File: src/sv/rfpc_pkg.sv
// Package for the register file and PC sequencer: transfer payload types,
// command codes and register numbers. No dependencies.
`default_nettype none

package rfpc_pkg;

    localparam int unsigned NUM_REGS = 16;
    localparam int unsigned DATA_W   = 32;
    localparam int unsigned IDX_W    = $clog2(NUM_REGS);

    localparam logic [3:0] CMD_READ     = 4'd0;
    localparam logic [3:0] CMD_WRITE    = 4'd1;
    localparam logic [3:0] CMD_PC_WRITE = 4'd2;
    localparam logic [3:0] CMD_BRANCH   = 4'd3;
    localparam logic [3:0] CMD_MARK     = 4'd4;
    localparam logic [3:0] CMD_UPDATE   = 4'd5;
    localparam logic [3:0] CMD_CHECK    = 4'd6;
    localparam logic [3:0] CMD_FLAGS    = 4'd7;
    localparam logic [3:0] CMD_INIT     = 4'd8;

    localparam logic [IDX_W-1:0] SP_IDX = 4'd13;
    localparam logic [IDX_W-1:0] LR_IDX = 4'd14;
    localparam logic [IDX_W-1:0] PC_IDX = 4'd15;

    localparam logic [1:0] SIZE_NONE = 2'd0;
    localparam logic [1:0] SIZE_16   = 2'd1;
    localparam logic [1:0] SIZE_32   = 2'd2;

    localparam logic [DATA_W-1:0] ALIGN_MASK = 32'hffff_fffe;
    localparam logic [DATA_W-1:0] ALL_ONES   = 32'hffff_ffff;

    typedef struct packed {
        logic [3:0]        command;
        logic [IDX_W-1:0]  reg_index;
        logic [DATA_W-1:0] data_value;
        logic [DATA_W-1:0] reset_pc_word;
        logic [1:0]        inst_size;
        logic [3:0]        cond_code;
        logic [3:0]        nzcv_in;
    } rfpc_in_t;

    typedef struct packed {
        logic [DATA_W-1:0] read_data;
        logic              cond_pass;
    } rfpc_out_t;

endpackage

`default_nettype wire

File: src/sv/cpu_register_file_pc_cond_top.sv
// Register file, PC sequencer and condition check of a sixteen-register core.
// Depends on rfpc_pkg for payload types, command codes and register numbers.
//
//   Channel | Signals                          | Payload
//   --------+----------------------------------+----------------------
//   in      | in_valid, in_ready, in_data      | rfpc_pkg::rfpc_in_t
//   out     | out_valid, out_ready, out_data   | rfpc_pkg::rfpc_out_t
//
// One item is taken every cycle while the output is not stalled; each gives
// one result, registered in the input register and then the result register.
// All state is updated in the cycle an item leaves the input register.
// Reset clears the control flags, the flags register and the registers, with
// LR set to all ones. A stalled output holds the result and, once the input
// register is also full, stops taking input.
`default_nettype none

module cpu_register_file_pc_cond_top (
    input  wire logic                clk,
    input  wire logic                rst_n,
    input  wire logic                in_valid,
    output logic                     in_ready,
    input  wire rfpc_pkg::rfpc_in_t  in_data,
    output logic                     out_valid,
    input  wire logic                out_ready,
    output rfpc_pkg::rfpc_out_t      out_data
);
    import rfpc_pkg::*;

    rfpc_in_t          s1_data_reg;
    logic              s1_valid_reg;
    logic              out_valid_reg;
    rfpc_out_t         out_data_reg;
    rfpc_out_t         result_next;

    logic [DATA_W-1:0] regs_reg [NUM_REGS];
    logic [DATA_W-1:0] regs_next [NUM_REGS];
    logic              branch_pending_reg, branch_pending_next;
    logic [DATA_W-1:0] branch_target_reg, branch_target_next;
    logic              pc_direct_reg, pc_direct_next;
    logic [3:0]        nzcv_reg, nzcv_next;

    logic              advance;
    logic [DATA_W-1:0] pc_step;

    function automatic logic cond_holds(input logic [3:0] cond, input logic [3:0] f);
        logic n, z, c, v, r;
        n = f[3];
        z = f[2];
        c = f[1];
        v = f[0];
        case (cond)
            4'd0:    r = z;
            4'd1:    r = !z;
            4'd2:    r = c;
            4'd3:    r = !c;
            4'd4:    r = n;
            4'd5:    r = !n;
            4'd6:    r = v;
            4'd7:    r = !v;
            4'd8:    r = c && !z;
            4'd9:    r = !c || z;
            4'd10:   r = (n == v);
            4'd11:   r = (n != v);
            4'd12:   r = !z && (n == v);
            4'd13:   r = z || (n != v);
            4'd14:   r = 1'b1;
            default: r = 1'b0;
        endcase
        return r;
    endfunction

    // The input register moves on whenever the result register is free or
    // being emptied in this cycle.
    assign advance   = !out_valid_reg || out_ready;
    assign in_ready  = !s1_valid_reg || advance;
    assign out_valid = out_valid_reg;
    assign out_data  = out_data_reg;

    always_comb
    begin
        case (s1_data_reg.inst_size)
            SIZE_16: pc_step = 32'd2;
            SIZE_32: pc_step = 32'd4;
            default: pc_step = '0;
        endcase
    end

    always_comb
    begin
        regs_next           = regs_reg;
        branch_pending_next = branch_pending_reg;
        branch_target_next  = branch_target_reg;
        pc_direct_next      = pc_direct_reg;
        nzcv_next           = nzcv_reg;
        result_next         = '0;

        case (s1_data_reg.command)
            CMD_READ:
            begin
                if (s1_data_reg.reg_index == PC_IDX)
                    result_next.read_data = regs_reg[PC_IDX] + 32'd4;
                else
                    result_next.read_data = regs_reg[s1_data_reg.reg_index];
            end
            CMD_WRITE:
                regs_next[s1_data_reg.reg_index] = s1_data_reg.data_value;
            CMD_PC_WRITE:
                regs_next[PC_IDX] = s1_data_reg.data_value & ALIGN_MASK;
            CMD_BRANCH:
            begin
                branch_pending_next = 1'b1;
                branch_target_next  = s1_data_reg.data_value;
            end
            CMD_MARK:
                pc_direct_next = 1'b1;
            CMD_UPDATE:
            begin
                // A pending branch wins over the direct-change mark, which
                // in turn suppresses the normal advance.
                if (branch_pending_reg)
                begin
                    regs_next[PC_IDX]   = branch_target_reg & ALIGN_MASK;
                    branch_pending_next = 1'b0;
                end
                else if (pc_direct_reg)
                begin
                    regs_next[PC_IDX] = regs_reg[PC_IDX] & ALIGN_MASK;
                    pc_direct_next    = 1'b0;
                end
                else
                begin
                    regs_next[PC_IDX] = (regs_reg[PC_IDX] + pc_step) & ALIGN_MASK;
                end
            end
            CMD_CHECK:
                result_next.cond_pass = cond_holds(s1_data_reg.cond_code, nzcv_reg);
            CMD_FLAGS:
                nzcv_next = s1_data_reg.nzcv_in;
            CMD_INIT:
            begin
                for (int i = 0; i < int'(SP_IDX); i++)
                    regs_next[i] = '0;
                regs_next[SP_IDX] = s1_data_reg.data_value;
                regs_next[LR_IDX] = ALL_ONES;
                regs_next[PC_IDX] = s1_data_reg.reset_pc_word & ALIGN_MASK;
                nzcv_next         = '0;
            end
            default:
            begin
            end
        endcase
    end

    always_ff @(posedge clk or negedge rst_n)
    begin
        if (!rst_n)
        begin
            s1_valid_reg  <= 1'b0;
            out_valid_reg <= 1'b0;
        end
        else
        begin
            if (in_ready)
                s1_valid_reg <= in_valid;
            if (advance)
                out_valid_reg <= s1_valid_reg;
        end
    end

    always_ff @(posedge clk)
    begin
        if (in_ready && in_valid)
            s1_data_reg <= in_data;
        if (advance && s1_valid_reg)
            out_data_reg <= result_next;
    end

    always_ff @(posedge clk or negedge rst_n)
    begin
        if (!rst_n)
        begin
            for (int i = 0; i < NUM_REGS; i++)
                regs_reg[i] <= '0;
            regs_reg[LR_IDX]   <= ALL_ONES;
            branch_pending_reg <= 1'b0;
            branch_target_reg  <= '0;
            pc_direct_reg      <= 1'b0;
            nzcv_reg           <= '0;
        end
        else if (advance && s1_valid_reg)
        begin
            regs_reg           <= regs_next;
            branch_pending_reg <= branch_pending_next;
            branch_target_reg  <= branch_target_next;
            pc_direct_reg      <= pc_direct_next;
            nzcv_reg           <= nzcv_next;
        end
    end

endmodule

`default_nettype wire

File: config.mk
export PLATFORM = sky130hd
export DESIGN_NAME = cpu_register_file_pc_cond_top
export DESIGN_NICKNAME = d
export VERILOG_FILES = /design/src/sv/rfpc_pkg.sv /design/src/sv/cpu_register_file_pc_cond_top.sv
export SDC_FILE = /design/constraint.sdc
export NUM_CORES = 1
export LEC_CHECK = 0
export ABC_AREA = 1
export BUFFER_PORTS_ARGS = -buffer_cell sky130_fd_sc_hd__buf_2
export CAP_MARGIN = 25
export CORE_ASPECT_RATIO = 0.6
export CORE_MARGIN = 2
export CORE_UTILIZATION = 35
export CTS_CLUSTER_DIAMETER = 30
export CTS_CLUSTER_SIZE = 40
export DETAILED_ROUTE_END_ITERATION = 7
export PLACE_DENSITY = 0.53
export SLEW_MARGIN = 20
export SYNTH_ARGS = -nofsm -noshare
export SYNTH_HDL_FRONTEND = slang
export SYNTH_SLANG_ARGS = --single-unit
export TNS_END_PERCENT = 30
File: constraint.sdc
create_clock -name clk -period 2.75 [get_ports clk]
set_clock_uncertainty 0.05 [all_clocks]
set_input_delay 0.55 -clock clk [delete_from_list [all_inputs] [get_ports clk]]
set_output_delay 0.55 -clock clk [all_outputs]
set_load 0.01 [all_outputs]
Word-level counts from Yosys, hierarchy flattened --
Index checks and enable logic that the tools add are counted.
Storage, ports and cells: bits in registers 667, latch bits 0, memory bits (writable) 0, bits in read-only memories 0, output and inout port bits 35, word-level logic and storage cells 112, memories 0
Operators by class: add/subtract/negate cells 2, multipliers 0, div/mod/pow operators 0, magnitude comparators 2, eq/ne operators 29, shifts and indexed selects 0, muxes and demuxes 17, bitwise gates (word level) 1, reductions and logical operators 29
Operators with widths (count):
- 480-bit case mux with 2 select lines | 1
- 512-bit bitwise mux | 1
- 32-bit 2-to-1 mux | 6
- 32-bit binary-select mux with 4-bit select | 1
- 32-bit demux with 4-bit select | 1
- 32-bit case mux with 4 select lines | 1
- 4-bit equality test (second input constant) | 9
- 32-bit by 3-bit adder with 32-bit output | 1
- 32-bit by 3-bit adder with 32-bit output (second input constant) | 1
- 4-bit by 3-bit equality test with 1-bit output (second input constant) | 8
- 4-bit by 2-bit equality test with 1-bit output (second input constant) | 4
- 1-bit case mux with 15 select lines | 1
- 2-bit AND reduction | 5
- 4-bit by 1-bit equality test with 1-bit output (second input constant) | 2
- 4-bit logical NOT | 2
- 4-bit case mux with 2 select lines | 1
- 2-bit nonzero test | 4
- 1-bit logical NOT | 6
- 3-bit case mux with 2 select lines | 1
- 3-bit AND reduction | 2
- 5-bit >= comparator (second input constant) | 1
- 1-bit logical AND | 5
- 5-bit by 1-bit < comparator with 1-bit output (second input constant) | 1
- 4-bit NOT with 5-bit output | 1
- 10 further kinds | 14

Logic depth before layout (Yosys ltp) --
depth in word-level cells 7, gate-level depth with buffers 15, gate-level depth less buffers 15

Least setup slack after synthesis --
OpenSTA, ideal clock, no wires.
path kind input port to flip-flop, start input out_ready, end register s1_data_reg[0] (netlist name), enable pin, setup time 435 ps, arrival time 2397 ps, data required time 2265 ps, setup slack -132 ps, cell stages on the path 4, path through inv_1 -> nand3_1 -> nand2_1 -> inv_1
On the way: word-level cells in the longest chain between the ends 3
RTL lines:
- start: declaration | RTL line cpu_register_file_pc_cond_top.sv:24 | input wire logic out_ready,
- 1-bit logical OR | RTL line cpu_register_file_pc_cond_top.sv:74 | assign advance = !out_valid_reg || out_ready;
- 1-bit logical OR | RTL line cpu_register_file_pc_cond_top.sv:75 | assign in_ready = !s1_valid_reg || advance;
- via in_ready | RTL line cpu_register_file_pc_cond_top.sv:21 | output logic in_ready,
- 1-bit logical AND | RTL line cpu_register_file_pc_cond_top.sv:172 | if (in_ready && in_valid)
- end signal: assignment | RTL line cpu_register_file_pc_cond_top.sv:173 | s1_data_reg <= in_data;
- end: declaration | RTL line cpu_register_file_pc_cond_top.sv:29 | rfpc_in_t s1_data_reg;
The timed path passes the listed nets, and every way through them passes these cells. A chain may end at the register's enable or synchronous reset.

Worst setup path in the final report --
start register s1_data_reg[9] (netlist name), end register regs_reg[9] (netlist name)
On the way: word-level cells in the longest chain between the ends 6, elaborated cells on any way between the ends 7
RTL lines:
- 2-bit equality test / 2-bit by 1-bit equality test with 1-bit output (equally long branches) | RTL line cpu_register_file_pc_cond_top.sv:81 | case (s1_data_reg.inst_size)
- 3-bit case mux with 2 select lines * | RTL line cpu_register_file_pc_cond_top.sv:81
- 32-bit by 3-bit adder with 32-bit output * | RTL line cpu_register_file_pc_cond_top.sv:132 | regs_next[PC_IDX] = (regs_reg[PC_IDX] + pc_step) & ALIGN_MASK;
- 32-bit 2-to-1 mux * | RTL line cpu_register_file_pc_cond_top.sv:125 | else if (pc_direct_reg)
- 32-bit 2-to-1 mux * | RTL line cpu_register_file_pc_cond_top.sv:120 | if (branch_pending_reg)
- 32-bit case mux with 4 select lines * | RTL line cpu_register_file_pc_cond_top.sv:97 | case (s1_data_reg.command)
- end signal: assignment | RTL line cpu_register_file_pc_cond_top.sv:192 | regs_reg <= regs_next;
- end: declaration | RTL line cpu_register_file_pc_cond_top.sv:35 | logic [DATA_W-1:0] regs_reg [NUM_REGS];
Mark *: on every way between the ends. The rest lies on a longest branch, timed or not. The select of a mux whose other input is x is not followed.

==> summary.md <==
| Metric | Value |
|---|---|
| Final Power | `32770 µW` |
| Crit path arrival time | `3.17 ns` |
| Via count | `26130` |
| Setup tns final | `0 ns` |
| Most common cell after layout, fill and taps aside | `o22ai_1` |
| Post-DP HPWL | `74.08 mm` |
| Count of final setup violators | `0` |
| Yosys warns | `0` |
| Primary FF master, synth | `dfrtp_1` |
| Drt first pass iters | `6` |
| Final nets | `3684` |
| Final min period | `2.675 ns` |
| First-pass GRT wire length | `164.4 mm` |
| Fin crit share | `97.28%` |
| Final antenna-violating net count | `0` |
| Overflow after GRT | `0` |
| Syn Inst Count | `3342` |
| Max reg flops | `512` |
| Die Y | `231.3 µm` |
| Worst setup margin | `0.07470 ns` |
| # diodes | `0` |
| Synth-to-Final Area Change | `24.35%` |
| Startpoint Class | `flop` |
| Synth cell types | `39` |
| Placer Congestion | `0.9250` |
| Pin count of the biggest net entering global routing | `80` |
| Least-Margin Pin Slew | `0.7032 ns` |
| Residual DRC | `0` |
| Worst-path clk slew | `0.06 ns` |
| Initial DRC Count | `3108` |
| DR WL/cell | `22.96 µm` |
| Worst hold stages | `1` |
| Fraction of layout cells with a size suffix above 1 | `16.13%` |
| Hold Path Class | `in -> reg` |
| FF-to-FF path depth | `13` |
| Area contributors post-synth | `dfrtp_1 (43%), o22ai_1 (12%), edfxtp_1 (11%)` |
| Hold Violations, Final | `0` |
| Max Root-Sink Buffers | `3` |
| CTS sink cnt | `665` |
| Initial Utilization | `35.30%` |
| Most frequent cells in the layout | `o22ai_1 (593), inv_1 (554), dfrtp_1 (519), nand2_1 (446), o21ai_0 (270)` |
| Max rail drop VDD | `0.0005617 V` |
| Max-slew violation count | `0` |
| Die ar. | `0.08853 mm²` |
| Seq/Total Area, Yosys | `57.25%` |
| Port-buffer cells | `119` |
| RSZ-0062 raised after global routing | `true` |
| Root buffer cell | `clkbuf_16` |
| Fmax | `373.8 MHz` |
| Post-Syn Nets | `3432` |
| Dpl ws | `0.1109 ns` |
| Mapped cell area | `0.03013 mm²` |
| Rows | `83` |
| Core Area | `0.08536 mm²` |
| CTS tree | `done` |
| Syn Area/Cell | `9.016 µm²` |
| Max cap viols | `0` |
| IO Pins | `121` |
| CP Class | `reg -> reg` |
| Worst slew margin | `53.05%` |
| Fin area | `0.03747 mm²` |
| Max H-tree Level | `3` |
| Post-synth EDFFs | `114` |
| Tot GR Track Use | `24.77%` |
| LEAKAGE | `0.01775 µW` |
| Worst setup EP type | `flop` |
| CTS Buf Count | `96` |
| Initial antenna violation count | `0` |
| Vias in the first global route | `24678` |
| Worst skew pair latency | `0.66 ns` |
| Placed inst area | `0.03334 mm²` |
| CP required | `3.24 ns` |
| # Post-CTS Setup Buffers | `0` |
| DR vias/cell | `5.418` |
| Asr flop ratio synth | `82.86%` |
| Power per cell area | `874.6 mW/mm²` |
| Drt total wl | `110.7 mm` |
| Die span in x | `382.8 µm` |
| Synth top area share | `43.10%` |
| Worst-path maximum fanout | `6` |
| Register bit total from synthesis | `665` |
| Status | `finished clean` |
| Post-synth top area cell | `dfrtp_1` |
| Worst Hold Slack | `0.02272 ns` |
[power by group]
part | leakage (µW) | internal [µW] | switching [µW]
registers | 0.00701 | 12600 | 1150
logic | 0.00907 | 2250 | 3480
clock network | 0.00167 | 8080 | 5190
total | 0.0177 | 23000 | 9820
[layout make-up]
cell class,instances,area (µm²)
repair buffers,390,3381
clock inverters,75,915.9
clock buffers,105,2541
multi-input cells,1874,9808
well taps,1147,1435
inverters,567,2138
fillers,8389,47890
flip-flops and latches,665,17250
[cells in the mapped netlist, types with 6 or more instances]
cell type	instances
o21ai_1	35
nand3_1	119
nand2_1	460
buf_1	13
clkbuf_1	91
buf_2	125
xor2_1	18
dfstp_2	32
o22ai_1	593
nor2_1	172
a22oi_1	21
nor2_2	8
a21oi_4	8
a21oi_1	95
edfxtp_1	114
o21ai_0	270
inv_1	559
buf_4	6
inv_2	7
nor3_1	41
a21oi_2	6
dfrtp_1	519
[per-stage QoR]
stage / instances / utilization [%]
global route: 4823 / 43.90
global placement: 4577 / 39.06
finish: 4823 / 43.90
detailed placement: 4577 / 39.06
floorplan: 3342 / -
CTS: 4823 / 43.88
[path summary, 6_finish.rpt]
path | from | end | slack [ns]
worst max-delay path | s1_data_reg[9] | regs_reg[9] | 0.07
worst min-delay path | in_data[26] | s1_data_reg[26] | 0.02
worst max register to register | s1_data_reg[9] | regs_reg[9] | 0.07
worst min register to register | regs_reg[54] | regs_reg[54] | 0.41
max in group asynchronous | rst_n | regs_reg[33] | 1.35
min in group asynchronous | rst_n | regs_reg[457] | 0.36
[critical path: stages (launching register included)]
cell and delay, ns:
edfxtp_1 0.38, nor2_1 0.12, ha_1 0.18, inv_1 0.06
fa_1 0.43, nor2_1 0.12, buf_4 0.24, nand2_1 0.22
inv_2 0.24, nand2_1 0.07, nand3_1 0.20, nand3_1 0.10
inv_1 0.07, a21oi_1 0.06
[logic make-up (layout without fill, tap and decap cells)]
logic type | after synthesis | after routing | synth area share, %
AOI/OAI and AO/OA | 1035 | 1035 | 20.27
and+or+nand+nor | 811 | 811 | 10.96
buffers and inverters | 803 | 1137 | 10.62
DFF | 665 | 665 | 57.25
xor gates and xnor gates | 23 | 23 | 0.6685
adders and majority gates | 4 | 4 | 0.1910
muxes | 1 | 1 | 0.03737
[layer usage]
metal	wire length [µm]	global-route usage [%]	part of all wire (%)
met2	42790	31.79	39
met4	1905	5.782	1.7
met3	11710	7.167	11
met5	0	0	0
met1	54330	39.72	49
[timing repair]
action,CTS,global route
hold endpoints to repair,100,0
endpoints found under the setup margin,0,6
gates resized for setup,0,5
hold buffers,66,0
(Power assumes the default switching activity.)
